$ cat src/rtl/pee_pkg.sv
`timescale 1ns / 1ps
`default_nettype none
// ----------------------------------------------------------------------------
// Printable escape encoder package
// Shared types, register codes and the hex digit lookup.
// ----------------------------------------------------------------------------
package pee_pkg;

    // Configuration register indexes.
    typedef enum logic [1:0] {
        CFG_ESCAPE_CHAR = 2'd0,
        CFG_EIGHT_BIT   = 2'd1,
        CFG_WIDE        = 2'd2
    } t_cfg_idx;

    localparam int unsigned CfgIdxW   = 2;
    localparam int unsigned CfgDataW  = 8;
    localparam int unsigned CodeW     = 16;
    localparam int unsigned ByteW     = 8;
    localparam int unsigned MaxBytes  = 6;
    localparam int unsigned CountW    = 3;

    localparam logic [ByteW-1:0] EscReset = 8'h5C;

    // One classified input: the bytes of its escaped form and how many there are.
    typedef struct packed {
        logic [MaxBytes-1:0][ByteW-1:0] bytes;
        logic [CountW-1:0]              count;
    } t_entry;

    // Lower-case hex digit for one nibble.
    function automatic logic [ByteW-1:0] hex_digit(input logic [3:0] nib);
        logic [ByteW-1:0] r;
        begin
            if (nib < 4'd10) begin
                r = 8'h30 + {4'h0, nib};
            end else begin
                r = 8'h57 + {4'h0, nib};
            end
            return r;
        end
    endfunction

endpackage
`default_nettype wire

$ cat src/rtl/pee_front.sv
`timescale 1ns / 1ps
`default_nettype none
// ----------------------------------------------------------------------------
// Printable escape encoder front end
// Holds the configuration registers and turns each accepted character code
// into a queue word with its complete escaped byte run.
// ----------------------------------------------------------------------------
module pee_front (
    input  wire logic                          i_clk,
    input  wire logic                          i_rst_n,
    input  wire logic                          i_cfg_valid,
    input  wire logic [pee_pkg::CfgIdxW-1:0]   i_cfg_index,
    input  wire logic [pee_pkg::CfgDataW-1:0]  i_cfg_data,
    input  wire logic [pee_pkg::CodeW-1:0]     i_char_code,
    output pee_pkg::t_entry                    o_entry
);

    logic [7:0]  r_esc;
    logic        r_eight;
    logic        r_wide;

    logic [15:0] code;
    logic [15:0] esc16;
    logic        ascii_ok;
    logic        high_ok;

    // Configuration writes; the port is always ready.
    always_ff @(posedge i_clk) begin
        if (!i_rst_n) begin
            r_esc   <= pee_pkg::EscReset;
            r_eight <= 1'b0;
            r_wide  <= 1'b0;
        end else if (i_cfg_valid) begin
            unique case (pee_pkg::t_cfg_idx'(i_cfg_index))
                pee_pkg::CFG_ESCAPE_CHAR: r_esc   <= i_cfg_data;
                pee_pkg::CFG_EIGHT_BIT:   r_eight <= i_cfg_data[0];
                pee_pkg::CFG_WIDE:        r_wide  <= i_cfg_data[0];
                default: begin
                end
            endcase
        end
    end

    // Code as seen in the current mode, and the printable tests.
    assign code     = r_wide ? i_char_code : {8'h00, i_char_code[7:0]};
    assign esc16    = {8'h00, r_esc};
    assign ascii_ok = (code >= 16'h0020) && (code < 16'h007F);
    assign high_ok  = !r_wide && r_eight && (code >= 16'h00A0) && (code != 16'h00FF);

    // Build the escaped byte run.
    always_comb begin
        o_entry = '0;
        priority if (code == esc16) begin
            o_entry.bytes[0] = r_esc;
            o_entry.bytes[1] = r_esc;
            o_entry.count    = 3'd2;
        end else if (ascii_ok || high_ok) begin
            o_entry.bytes[0] = code[7:0];
            o_entry.count    = 3'd1;
        end else if (code == 16'h000A) begin
            o_entry.bytes[0] = r_esc;
            o_entry.bytes[1] = 8'h6E;
            o_entry.count    = 3'd2;
        end else if (code == 16'h000D) begin
            o_entry.bytes[0] = r_esc;
            o_entry.bytes[1] = 8'h72;
            o_entry.count    = 3'd2;
        end else if (code == 16'h0009) begin
            o_entry.bytes[0] = r_esc;
            o_entry.bytes[1] = 8'h74;
            o_entry.count    = 3'd2;
        end else if (code == 16'h0000) begin
            o_entry.bytes[0] = r_esc;
            o_entry.bytes[1] = 8'h30;
            o_entry.count    = 3'd2;
        end else if (r_wide) begin
            o_entry.bytes[0] = r_esc;
            o_entry.bytes[1] = 8'h78;
            o_entry.bytes[2] = pee_pkg::hex_digit(code[15:12]);
            o_entry.bytes[3] = pee_pkg::hex_digit(code[11:8]);
            o_entry.bytes[4] = pee_pkg::hex_digit(code[7:4]);
            o_entry.bytes[5] = pee_pkg::hex_digit(code[3:0]);
            o_entry.count    = 3'd6;
        end else begin
            o_entry.bytes[0] = r_esc;
            o_entry.bytes[1] = 8'h78;
            o_entry.bytes[2] = pee_pkg::hex_digit(code[7:4]);
            o_entry.bytes[3] = pee_pkg::hex_digit(code[3:0]);
            o_entry.count    = 3'd4;
        end
    end

endmodule
`default_nettype wire

$ cat src/rtl/pee_fifo.sv
`timescale 1ns / 1ps
`default_nettype none
// ----------------------------------------------------------------------------
// Printable escape encoder queue
// Two-entry queue of classified words between the front and back ends.
// ----------------------------------------------------------------------------
module pee_fifo (
    input  wire logic            i_clk,
    input  wire logic            i_rst_n,
    input  wire logic            i_push,
    input  wire pee_pkg::t_entry i_wdata,
    output logic                 o_full,
    input  wire logic            i_pop,
    output logic                 o_nonempty,
    output pee_pkg::t_entry      o_rdata
);

    pee_pkg::t_entry r_mem [2];
    logic            r_wptr;
    logic            r_rptr;
    logic [1:0]      r_count;
    logic [1:0]      n_count;

    // Storage write.
    always_ff @(posedge i_clk) begin
        if (i_push) begin
            r_mem[r_wptr] <= i_wdata;
        end
    end

    // Pointers and fill level.
    always_comb begin
        n_count = r_count;
        if (i_push && !i_pop) begin
            n_count = r_count + 2'd1;
        end else if (i_pop && !i_push) begin
            n_count = r_count - 2'd1;
        end
    end

    always_ff @(posedge i_clk) begin
        if (!i_rst_n) begin
            r_wptr  <= 1'b0;
            r_rptr  <= 1'b0;
            r_count <= 2'd0;
        end else begin
            if (i_push) begin
                r_wptr <= ~r_wptr;
            end
            if (i_pop) begin
                r_rptr <= ~r_rptr;
            end
            r_count <= n_count;
        end
    end

    assign o_full     = (r_count == 2'd2);
    assign o_nonempty = (r_count != 2'd0);
    assign o_rdata    = r_mem[r_rptr];

endmodule
`default_nettype wire

$ cat src/rtl/pee_back.sv
`timescale 1ns / 1ps
`default_nettype none
// ----------------------------------------------------------------------------
// Printable escape encoder back end
// Walks the byte run of the word at the head of the queue, one byte per
// cycle while the output is not stalled, into the output register.
// ----------------------------------------------------------------------------
module pee_back (
    input  wire logic                       i_clk,
    input  wire logic                       i_rst_n,
    input  wire logic                       i_q_nonempty,
    input  wire pee_pkg::t_entry            i_q_data,
    output logic                            o_q_pop,
    output logic                            o_valid,
    input  wire logic                       i_stall,
    output logic [pee_pkg::ByteW-1:0]       o_out_byte,
    output logic                            o_run_last
);

    logic [pee_pkg::CountW-1:0] r_idx;
    logic [pee_pkg::ByteW-1:0]  r_byte;
    logic                       r_last;
    logic                       r_valid;

    logic                       load;
    logic                       last;
    logic [pee_pkg::ByteW-1:0]  cur_byte;

    // Byte of the head word at the current position.
    always_comb begin
        unique case (r_idx)
            3'd0:    cur_byte = i_q_data.bytes[0];
            3'd1:    cur_byte = i_q_data.bytes[1];
            3'd2:    cur_byte = i_q_data.bytes[2];
            3'd3:    cur_byte = i_q_data.bytes[3];
            3'd4:    cur_byte = i_q_data.bytes[4];
            3'd5:    cur_byte = i_q_data.bytes[5];
            default: cur_byte = '0;
        endcase
    end

    // A byte moves when there is one and the output register is free.
    assign load    = i_q_nonempty && (!r_valid || !i_stall);
    assign last    = (r_idx == (i_q_data.count - 3'd1));
    assign o_q_pop = load && last;

    always_ff @(posedge i_clk) begin
        if (!i_rst_n) begin
            r_idx   <= '0;
            r_valid <= 1'b0;
        end else begin
            if (load) begin
                r_idx <= last ? '0 : r_idx + 3'd1;
            end
            if (load) begin
                r_valid <= 1'b1;
            end else if (!i_stall) begin
                r_valid <= 1'b0;
            end
        end
    end

    // Output payload register.
    always_ff @(posedge i_clk) begin
        if (load) begin
            r_byte <= cur_byte;
            r_last <= last;
        end
    end

    assign o_valid    = r_valid;
    assign o_out_byte = r_byte;
    assign o_run_last = r_last;

endmodule
`default_nettype wire

$ cat src/rtl/printable_escape_encoder.sv
`timescale 1ns / 1ps
`default_nettype none
// ----------------------------------------------------------------------------
// Printable escape encoder
// Turns character codes into their printable backslash-style escaped text.
//
// Input channel: i_valid / o_stall carry one character code per word.
// Output channel: o_valid / i_stall carry one byte of escaped text per word,
// with o_run_last marking the final byte of each input's run (1 to 6 bytes).
// Configuration: i_cfg_valid / o_cfg_ready write escape_char (index 0),
// eight_bit_mode (1) and wide_mode (2); o_cfg_ready is always high.
// The first byte of a run passes from the queue into the output register
// before it appears. Throughput: one output byte per cycle while i_stall is
// low, set by the back end sequencer, so printable text runs at one code per
// cycle.
// A two-word queue sits between classification and byte sequencing; o_stall
// rises when it is full, which happens when the receiver stalls or long runs
// back up. A stalled output byte holds steady.
// Reset clears the queue and output, and loads escape_char 0x5C with both
// mode bits low.
// ----------------------------------------------------------------------------
module printable_escape_encoder (
    input  wire logic                          i_clk,
    input  wire logic                          i_rst_n,
    input  wire logic                          i_cfg_valid,
    output logic                               o_cfg_ready,
    input  wire logic [pee_pkg::CfgIdxW-1:0]   i_cfg_index,
    input  wire logic [pee_pkg::CfgDataW-1:0]  i_cfg_data,
    input  wire logic                          i_valid,
    output logic                               o_stall,
    input  wire logic [pee_pkg::CodeW-1:0]     i_char_code,
    output logic                               o_valid,
    input  wire logic                          i_stall,
    output logic [pee_pkg::ByteW-1:0]          o_out_byte,
    output logic                               o_run_last
);

    pee_pkg::t_entry front_entry;
    pee_pkg::t_entry q_data;
    logic            q_full;
    logic            q_nonempty;
    logic            q_pop;
    logic            push;

    assign o_cfg_ready = 1'b1;
    assign o_stall     = q_full;
    assign push        = i_valid && !q_full;

    // Classifier and configuration.
    pee_front u_front (
        .i_clk       (i_clk),
        .i_rst_n     (i_rst_n),
        .i_cfg_valid (i_cfg_valid),
        .i_cfg_index (i_cfg_index),
        .i_cfg_data  (i_cfg_data),
        .i_char_code (i_char_code),
        .o_entry     (front_entry)
    );

    // Queue between the two halves.
    pee_fifo u_fifo (
        .i_clk      (i_clk),
        .i_rst_n    (i_rst_n),
        .i_push     (push),
        .i_wdata    (front_entry),
        .o_full     (q_full),
        .i_pop      (q_pop),
        .o_nonempty (q_nonempty),
        .o_rdata    (q_data)
    );

    // Byte sequencer and output register.
    pee_back u_back (
        .i_clk        (i_clk),
        .i_rst_n      (i_rst_n),
        .i_q_nonempty (q_nonempty),
        .i_q_data     (q_data),
        .o_q_pop      (q_pop),
        .o_valid      (o_valid),
        .i_stall      (i_stall),
        .o_out_byte   (o_out_byte),
        .o_run_last   (o_run_last)
    );

endmodule
`default_nettype wire
$ cat config.mk
export PLATFORM = sky130hd
export DESIGN_NAME = printable_escape_encoder
export DESIGN_NICKNAME = d
export VERILOG_FILES = /design/src/rtl/pee_pkg.sv /design/src/rtl/pee_front.sv /design/src/rtl/pee_fifo.sv /design/src/rtl/pee_back.sv /design/src/rtl/printable_escape_encoder.sv
export SDC_FILE = /design/constraint.sdc
export NUM_CORES = 1
export LEC_CHECK = 0
export ABC_AREA = 1
export BUFFER_PORTS_ARGS = -buffer_cell sky130_fd_sc_hd__buf_2
export CAP_MARGIN = 0
export CELL_PAD_IN_SITES_DETAIL_PLACEMENT = 0
export CELL_PAD_IN_SITES_GLOBAL_PLACEMENT = 2
export CORE_ASPECT_RATIO = 1.75
export CORE_MARGIN = 2
export CORE_UTILIZATION = 38
export DETAILED_ROUTE_END_ITERATION = 12
export GPL_ROUTABILITY_DRIVEN = 0
export PLACE_DENSITY = 0.82
export RECOVER_POWER = 100
export SLEW_MARGIN = 20
export SYNTH_ARGS = -nofsm -noshare
export SYNTH_HDL_FRONTEND = slang
export SYNTH_SLANG_ARGS = --single-unit
export TNS_END_PERCENT = 50
$ cat constraint.sdc
create_clock -name i_clk -period 3.7 [get_ports i_clk]
set_clock_uncertainty 0.05 [all_clocks]
set_input_delay 0.74 -clock i_clk [delete_from_list [all_inputs] [get_ports i_clk]]
set_output_delay 0.74 -clock i_clk [all_outputs]
set_load 0.1 [all_outputs]
# After elaboration in Yosys (flattened, before gate mapping)
# Memories as Yosys holds them, arrays and structs flattened. A register that Yosys moved wholly into a read port is not among the register bits.
# Index checks and enable logic that the tools add are counted.
# word_totals
mem_count	1
inputBits	31
reg_bits	27
wordCells	101
output_inout_bits	12
ram_bits	102
# memory_table
name	words	word_bits	read_ports	rd_clocked_by_memory_dff	wr	line_no	text
u_fifo.r_mem	2	51	1	1	1	pee_fifo.sv:18	pee_pkg::t_entry r_mem [2];
# classes
n_bitwise	2
n_addsub	12
n_reduce_logical	25
n_eq_ne	15
magnitude_cmp	7
mux	29
# op_table
operator	count
2-to-1 mux 32 bit	5
2-to-1 mux 19 bit	5
== test 16 x 4 -> 1 bit, second input constant	3
one-hot mux 8 bit (6 select lines)	1
2-to-1 mux 40 bit	1
2-to-1 mux 35 bit	1
adder 7 x 4 -> 8 bit, first input constant	4
2-to-1 mux 16 bit	2
2-to-1 mux 8 bit	4
adder 6 x 4 -> 7 bit, first input constant	4
== test 16 x 8 -> 1 bit	1
>= comparator 16 x 6 -> 1 bit, second input constant	1
>= comparator 16 x 8 -> 1 bit, second input constant	1
logical NOT 16 bit	1
< comparator 16 x 7 -> 1 bit, second input constant	1
< comparator 4 bit, second input constant	4
inequality test 16 x 8 -> 1 bit, second input constant	1
2-to-1 mux 11 bit	1
logical AND 1 bit	9
== test 3 x 2 -> 1 bit, second input constant	2
== test 3 bit, second input constant	2
logical NOT 1 bit	6
2-to-1 mux 1 bit	6
AND reduction 2 bit	3
other kinds (16)	21

# Longest topological paths before layout
# Gate-level depths: netlist (run 1).
# logic_depth
word_depth	10
ltp_mapped	13

# Hierarchy
# Synthesis (run 1) repeated with hierarchy kept, for this count alone.
# unflattened
cells_unflattened	663
hier_area_um2	6991.7
# by_module_without_submodules
module	cells_each	n_inst	area_per_inst_um2
pee_fifo	194	1	4164.0
pee_front	331	1	1833.0
pee_back	134	1	973.4
printable_escape_encoder	4	1	21.3

# Worst setup path after synthesis (run 1)
# Ideal clock, no wire load.
# synth_path
path_type	input to register
start	in i_valid
end	mem u_fifo.r_mem[1][0] (netlist name), enable pin
arrival_ps	2877
path_slack_ps	320
setup_ps	453
path_buffers	0
path_stages	2
required_ps	3197
path_cell_list	o21ai_0 > nor2_1
# synth_via
elab_chain_len	3
# synth_lines
element	line_no	text
start, declared	printable_escape_encoder.sv:29	input wire logic i_valid,
logical AND 1 bit	printable_escape_encoder.sv:47	assign push = i_valid && !q_full;
2-to-1 mux 1 bit	pee_fifo.sv:26	if (i_push) begin
2-to-1 mux 1 bit (not written as such)	pee_fifo.sv:27	r_mem[r_wptr] <= i_wdata;
end, declared	pee_fifo.sv:18	
# No other way between the ends.

==> results of run 1 <==
-- flip-flops by register name (all words and copies together), names as in the netlist, named ones only --
register / count
u_back.r_idx: 3
u_front.r_wide: 1
u_fifo.r_count: 2
u_back.o_valid: 1
u_front.r_esc: 8
u_fifo.r_wptr: 1
u_back.o_run_last: 1
u_fifo.r_rptr: 1
u_front.r_eight: 1
u_back.o_out_byte: 8
u_fifo.r_mem: 94
-- per-layer routing --
metal	GRT usage	wire, µm	vias up
li1	-	-	2357
met1	0.215	6410	2290
met2	0.391	9510	82
met3	0.0321	317	26
met4	0.101	690	0
met5	0	0	-
-- synth_stat cells (all sizes together), types with 3 or more instances --
cell type and n:
o221ai 3, edfxtp 103, o31ai 3, nand4 18, nor2 112, dfxtp 19
xnor2 7, buf 13, inv 50, ha 16, o211ai 5, nand3 20
a21oi 28, o22ai 6, clkbuf 12, nand2 168, nor3 13, o21ai 56
nor4 5
-- final timing paths --
path                           startpoint                            end  slack [ns]  depth (start not counted)
max           u_front.r_wide$_SDFFE_PN0P_  u_fifo.r_mem[1][16]$_DFFE_PP_        0.76                         11
min reg2reg  u_front.r_eight$_SDFFE_PN0P_   u_front.r_eight$_SDFFE_PN0P_        0.40                          2
min          u_front.r_eight$_SDFFE_PN0P_   u_front.r_eight$_SDFFE_PN0P_        0.40                          2
max reg2reg   u_front.r_wide$_SDFFE_PN0P_  u_fifo.r_mem[1][16]$_DFFE_PP_        0.76                         11
-- layout make-up --
cell class,instances,share of cell area
clock buffer,25,0.0808
tap,189,0.0335
inverter,50,0.0266
sequential,122,0.492
clock inverter,7,0.00638
multi-input combinational,472,0.327
timing repair buffer,49,0.0335
-- worst reg2reg max path: stages, from the launching register on --
cell and delay, ns:
dfxtp_1 0.56, clkbuf_1 0.36, nand2_2 0.09, ha_1 0.22, nand3_1 0.15, nor2_1 0.12, a21oi_1 0.14, nand2_1 0.23
nand2_4 0.29, inv_1 0.18, nand2_1 0.13, nand2_1 0.13
-- logic make-up (layout without fill, tap and decap cells) --
| logic type | count (synthesis) | in the layout |
|---|---|---|
| simple gates | 338 | 338 |
| flops | 122 | 122 |
| compound gates | 107 | 107 |
| buf+inv | 75 | 131 |
| fa+ha+maj | 16 | 16 |
| xor+xnor | 9 | 9 |
| other cells | 1 | 1 |
| mux | 1 | 1 |
-- cell usage in the layout, fill, tap and decap left out, drive strengths merged --
cell type	instances
xor2	2
a21boi	1
nor2	112
a31oi	1
nor4	5
o221ai	3
inv	53
dfxtp	19
mux2i	1
a21oi	28
ha	16
o31ai	3
o211ai	5
clkinv	4
edfxtp	103
o21ai	56
o22ai	6
and2	2
xnor2	7
a22oi	1
o21bai	2
nand2	168
nand4	18
a21o	1
conb	1
buf	32
nor3	13
nand3	20
clkbuf	42
-- power by group through the flow --
stage	Sequential, mW	Combinational [mW]	Clock [mW]
final	1.95	1.57	1.65
after global routing	1.97	1.72	1.73
after CTS	1.94	1.62	1.67
after detailed placement	1.97	1.61	0
after global placement	1.96	1.59	0
after floorplan	2.36	0.780	0
==> summary.md, run 1 <==
| Metric | Value |
|---|---|
| Core area | 15800 µm² |
| DRT iter0 DRCs | 257 |
| Fin area | 7060 µm² |
| Vias in the first global route | 4668 |
| Area occupied by multi-input gates | 2310 µm² |
| Setup violators final | 0 |
| Arrival time worst endpoint | 3.02 ns |
| Wire per inst | 18.5 µm |
| Die area | 17200 µm² |
| Seq pwr share | 0.377 |
| Final wirelength | 16900 µm |
| Power per Cell Area | 732 nW/µm² |
| Yosys top cell by area | edfxtp_1 |
| Clock share of power | 0.320 |
| Worst vdd ir | 0.000319 V |
| Tot Pwr | 5.17 mW |
| Synth Area in Simple Gates | 0.234 |
| Worst path bufs/invs | 2 |
| Sequential area share after synthesis | 0.568 |
| Headroom to the max-slew limit | 0.106 |
| Crit path capture type | flop |
| TritonCTS clock tree | done |
| F_max | 0.340 GHz |
| Placed Area | 6490 µm² |
| Post-route ant nets | 0 |
| Period utilization | 0.794 |
| Post-Place Setup Slack | 0.769 ns |
| Clock Path Buffers | 2 |
| Clk Latency, worst-skew pair | 0.40 ns |
| Site Rows | 61 |
| Gr usage total | 0.205 |
| Min Hold Slack | 0.405 ns |
| Starting Density | 0.387 |
| RSZ-0062 raised after global routing | false |
| Area contributors post-synth | edfxtp_1 51%, nand2_1 10%, nor2_1 6.6%, dfxtp_1 6.2%, o21ai_0 4.6% |
| Synthesized Nets | 716 |
| Fillers | 1564 |
| Count of hold-fix buffers inserted at cts | 0 |
| Mux share of post-synthesis cell area | 0.00164 |
| Cells after DPL | 882 |
| Syn_area_per_cell | 9.14 µm² |
| Post-DP HPWL | 12600 µm |
| Worst Path Required | 3.78 ns |
| Switching part of the total | 0.371 |
| Detailed Routing Iterations Pass 1 | 5 |
| Setup_tns | 0 ns |
| Hold Path Class | reg -> reg |
| Static leakage | 2.85 nW |
| Crit Path Category | reg -> reg |
| Synth Cell Area | 6120 µm² |
| Pint | 3.25 mW |
| Final core occ | 0.447 |
| Worst-path clk slew | 0.06 ns |
| Top_reg_cell synth | edfxtp_1 |
| Count of different cell masters after synthesis | 37 |
| Ports | 43 |
| Critical path's top delay family | simple AND/OR/NAND/NOR gates |
| Crit-path slowest cell | dfxtp_1 |
| GRT overflow | 0 |
| H-tree Lvls | 4 |
| Compound-Gate Fraction of Synth Area | 0.0962 |
| N_diodes | 0 |
| IO buf count | 41 |
| CTS sink count | 122 |
| Fin. Hold Viols | 0 |
| Post-Syn Instances | 669 |
| Fin nets | 759 |
| Combinational share of power | 0.303 |
| Synth Area in Adders | 0.0327 |
| Vias post-DR | 4755 |
| Register area | 3470 µm² |
| # Post-CTS Setup Buffers | 0 |
| Main combinational cell family by area after synthesis | simple AND/OR/NAND/NOR gates |
| Post-Layout Cell Count | 914 |
| Die Y | 172 µm |
| Worst Path Max Fanout | 22 |
| Synth top area share | 0.506 |
| Max-slew violations | 0 |
| Number of synthesized flops with an enable pin | 103 |
| Psw | 1.92 mW |
| Max cap viols | 0 |
| CP max stage delay | 0.56 ns |
| Area grow syn2layout | 15.4% |
| # DRC | 0 |
| Post-Synth XOR/XNOR Area | 0.0129 |
| Avg Vias per Cell | 5.20 |
| CP dominant cell by count | nand2_1 |
| Yosys reg bits | 122 |
| FFs w/ async S/R, synth | 0 |
| Share of post-route cells with drive strength above 1 | 0.103 |
| Measured slew at the worst slew-check pin | 1.34 ns |
| Startpoint Class | flop |
| Pin count of the biggest net entering global routing | 49 |
| Initial antenna violation count | 0 |
| Status | completed |
| First-pass GRT wire length | 25900 µm |
| Final worst slack | 0.763 ns |
| Post-route minimum period | 2.94 ns |
| PostCTS Resize Cnt | 0 |
| Die W | 99.9 µm |
| Worst path cell trace | clkbuf_1, nand2_2, ha_1, nand3_1, nor2_1, a21oi_1, nand2_1, nand2_4, inv_1, nand2_1, nand2_1 |
| Yosys warning total | 0 |
| Clock Root Buffer | clkbuf_16 |
| Total CTS buffers | 17 |
No activity file was read; power rests on OpenSTA's default activity.
==> run 2, diff against run 1 <==
--- a/config.mk
+++ b/config.mk
@@ -12,10 +12,10 @@
 export CELL_PAD_IN_SITES_GLOBAL_PLACEMENT = 2
 export CORE_ASPECT_RATIO = 1.75
 export CORE_MARGIN = 2
-export CORE_UTILIZATION = 38
+export CORE_UTILIZATION = 34
 export DETAILED_ROUTE_END_ITERATION = 12
 export GPL_ROUTABILITY_DRIVEN = 0
-export PLACE_DENSITY = 0.82
+export PLACE_DENSITY = 0.78
 export RECOVER_POWER = 100
 export SLEW_MARGIN = 20
 export SYNTH_ARGS = -nofsm -noshare
==> constraint.sdc (replaced) <==
create_clock -name i_clk -period 2.5 [get_ports i_clk]
set_clock_uncertainty 0.05 [all_clocks]
set_input_delay 0.5 -clock i_clk [delete_from_list [all_inputs] [get_ports i_clk]]
set_output_delay 0.5 -clock i_clk [all_outputs]
set_load 0.1 [all_outputs]
==> run 2 against run 1 <==
Net effect:
- design area grew 4.0%
- sequential cell count is the same
- global-route usage shrank 2.3 points
- worst setup slack lost 0.60 ns
- sequential power grew 48%
- clock-buffer cell count shrank 8
- register-to-register slack lost 0.60 ns
- sequential share of layout area shrank 1.9 points
- critical endpoint is now u_fifo.r_mem[1][40]$_DFFE_PP_
- largest cell class unchanged
==> summary.md, run 2 (synthesized netlist as in run 1, its figures left out) <==
| Metric | Value |
|---|---|
| Status | completed (unchanged) |
| Share of post-route cells with drive strength above 1 | 0.143 (was 0.103) |
| Tot Pwr | 7.86 mW (was 5.17 mW) |
| Site Rows | 64 (was 61) |
| Fin area | 7340 µm² (was 7060 µm²) |
| RSZ-0062 raised after global routing | false (unchanged) |
| Top reg by flops | u_fifo.r_mem (unchanged) |
| Hold Path Class | in -> reg (was reg -> reg) |
| Combinational share of power | 0.316 (was 0.303) |
| HP Start | i_cfg_data[2] (was u_front.r_eight$_SDFFE_PN0P_) |
| Largest register FFs | 94 (unchanged) |
| Commonest non-fill, non-tap cells in the layout | 165 x nand2_1, 105 x nor2_1, 103 x edfxtp_1, 56 x o21ai_0, 47 x inv_1 (was 166 x nand2_1, 106 x nor2_1, 103 x edfxtp_1, 56 x o21ai_0, 49 x inv_1) |
| Pint | 4.91 mW (was 3.25 mW) |
| Placed Area | 6790 µm² (was 6490 µm²) |
| Power per Cell Area | 1070 nW/µm² (was 732 nW/µm²) |
| Wire per inst | 17.3 µm (was 18.5 µm) |
| Final wirelength | 17000 µm (was 16900 µm) |
| Count of hold-fix buffers inserted at cts | 0 (unchanged) |
| IO buf count | 41 (unchanged) |
| Measured slew at the worst slew-check pin | 1.27 ns (was 1.34 ns) |
| Max cap viols | 0 (unchanged) |
| Crit Path Category | reg -> reg (unchanged) |
| Seq pwr share | 0.366 (was 0.377) |
| Worst-path clk slew | 0.06 ns (about the same) |
| Die Y | 181 µm (was 172 µm) |
| Detailed Routing Iterations Pass 1 | 5 (unchanged) |
| TritonCTS clock tree | done (unchanged) |
| DRT iter0 DRCs | 253 (was 257) |
| Worst Path Max Fanout | 12 (was 22) |
| Gr usage total | 0.182 (was 0.205) |
| Ports | 43 (unchanged) |
| Pin count of the biggest net entering global routing | 49 (unchanged) |
| Headroom to the max-slew limit | 0.153 (was 0.106) |
| Period utilization | 0.934 (was 0.794) |
| Core area | 17500 µm² (was 15800 µm²) |
| Avg Vias per Cell | 4.99 (was 5.20) |
| First-pass GRT wire length | 25800 µm (was 25900 µm) |
| Starting Density | 0.349 (was 0.387) |
| Fin nets | 784 (was 759) |
| Crit path capture type | flop (unchanged) |
| Arrival time worst endpoint | 2.44 ns (was 3.02 ns) |
| Most common cell after layout, fill and taps aside | nand2_1 (unchanged) |
| Clock Root Buffer | clkbuf_16 (unchanged) |
| Worst vdd ir | 0.000493 V (was 0.000319 V) |
| N_diodes | 0 (unchanged) |
| H-tree Lvls | 4 (unchanged) |
| Clock share of power | 0.317 (was 0.320) |
| Initial antenna violation count | 0 (unchanged) |
| Vias post-DR | 4897 (was 4755) |
| Max-slew violations | 0 (unchanged) |
| Vias in the first global route | 4880 (was 4668) |
| Worst Path Required | 2.60 ns (was 3.78 ns) |
| Die W | 105 µm (was 99.9 µm) |
| # DRC | 0 (unchanged) |
| F_max | 0.428 GHz (was 0.340 GHz) |
| Startpoint Class | flop (unchanged) |
| CTS sink count | 122 (unchanged) |
| GRT overflow | 0 (unchanged) |
| R2R Path Start | u_front.r_wide$_SDFFE_PN0P_ (unchanged) |
| Area grow syn2layout | 20.1% (was 15.4%) |
| Switching part of the total | 0.376 (was 0.371) |
| Post-route ant nets | 0 (unchanged) |
| Clock Path Buffers | 2 (unchanged) |
| Setup violators final | 0 (unchanged) |
| Fin. Hold Viols | 0 (unchanged) |
| Total CTS buffers | 17 (unchanged) |
| Final core occ | 0.419 (was 0.447) |
| Clk Latency, worst-skew pair | 0.41 ns (was 0.40 ns) |
| Post-DP HPWL | 12800 µm (was 12600 µm) |
| Fillers | 1745 (was 1564) |
| Post-route minimum period | 2.34 ns (was 2.94 ns) |
| Static leakage | 2.97 nW (was 2.85 nW) |
| Crit path from | u_front.r_wide$_SDFFE_PN0P_ (unchanged) |
| Psw | 2.95 mW (was 1.92 mW) |
| Die area | 19100 µm² (was 17200 µm²) |
## run 2: changes by cell type in the layout (fill, tap and decap cells not counted), sizes merged
| cell | previous run | this run |
|---|---|---|
| buf | 32 | 54 |
| clkinvlp | 0 | 2 |
| bufinv | 0 | 3 |
| clkinv | 4 | 6 |
| inv | 53 | 54 |
| clkbuf | 42 | 37 |
## run 2: final cells by class
| type | instances | area, µm² | share of cell area |
|---|---|---|---|
| tap | 231 | 289 | 0.0394 |
| multi-input combinational | 472 | 2330 | 0.317 |
| clock inverter | 15 | 189 | 0.0257 |
| inverter | 50 | 188 | 0.0256 |
| sequential | 122 | 3470 | 0.473 |
| timing repair buffer | 74 | 450 | 0.0613 |
| clock buffer | 17 | 425 | 0.0579 |
## run 2: final timing paths
check | cells past startpoint | slack [ns] | end
max | 12 | 0.16 | u_fifo.r_mem[1][40]$_DFFE_PP_
min reg2reg | 2 | 0.40 | u_front.r_eight$_SDFFE_PN0P_
max reg2reg | 12 | 0.16 | u_fifo.r_mem[1][40]$_DFFE_PP_
min | 3 | 0.26 | u_front.r_esc[2]$_SDFFE_PN1P_
## run 2: power groups by stage
stage          sequential (mW)  combinational, mW  clock, mW
2_1_floorplan             3.48               1.16          0
3_3_place_gp              2.89               2.50          0
3_5_place_dp              2.90               2.53          0
4_1_cts                   2.86               2.54       2.54
5_1_grt                   2.92               2.71       2.61
6_report                  2.88               2.48       2.49
## run 2: metal layers
| metal | up-vias | GRT usage | share of wire |
|---|---|---|---|
| met1 | 2335 | 0.184 | 0.37 |
| met2 | 112 | 0.339 | 0.55 |
| met4 | 0 | 0.114 | 0.051 |
| met3 | 38 | 0.0305 | 0.030 |
| met5 | - | 0 | 0 |
| li1 | 2412 | - | - |
## run 2: through the flow
stage	setup slack [ns]	setup TNS [ns]	hold WS, ns	cells
finish	0.165	0	0.260	981
global route	0.0167	0	0.257	981
CTS	0.0222	0	0.243	980
detailed placement	0.0490	0	0.395	948
global placement	0.0769	0	0.391	948
floorplan	-0.319	-0.449	0.374	669
## run 2: critical path, cell delays in order (launching register included)
cell and delay (ns):
dfxtp_1 0.32, buf_12 0.15, nand2_1 0.08, ha_1 0.20
nand2_1 0.10, nor2_1 0.21, nand3_1 0.10, nand2_1 0.07
nand3_1 0.20, buf_12 0.21, nand4_4 0.12, clkbuf_2 0.19
nor2_1 0.07
## run 2: what timing repair did
item	CTS	global route
resized for setup	0	5
buffers inserted	0	1
setup endpoints to repair	0	2
hold endpoints to repair	0	0
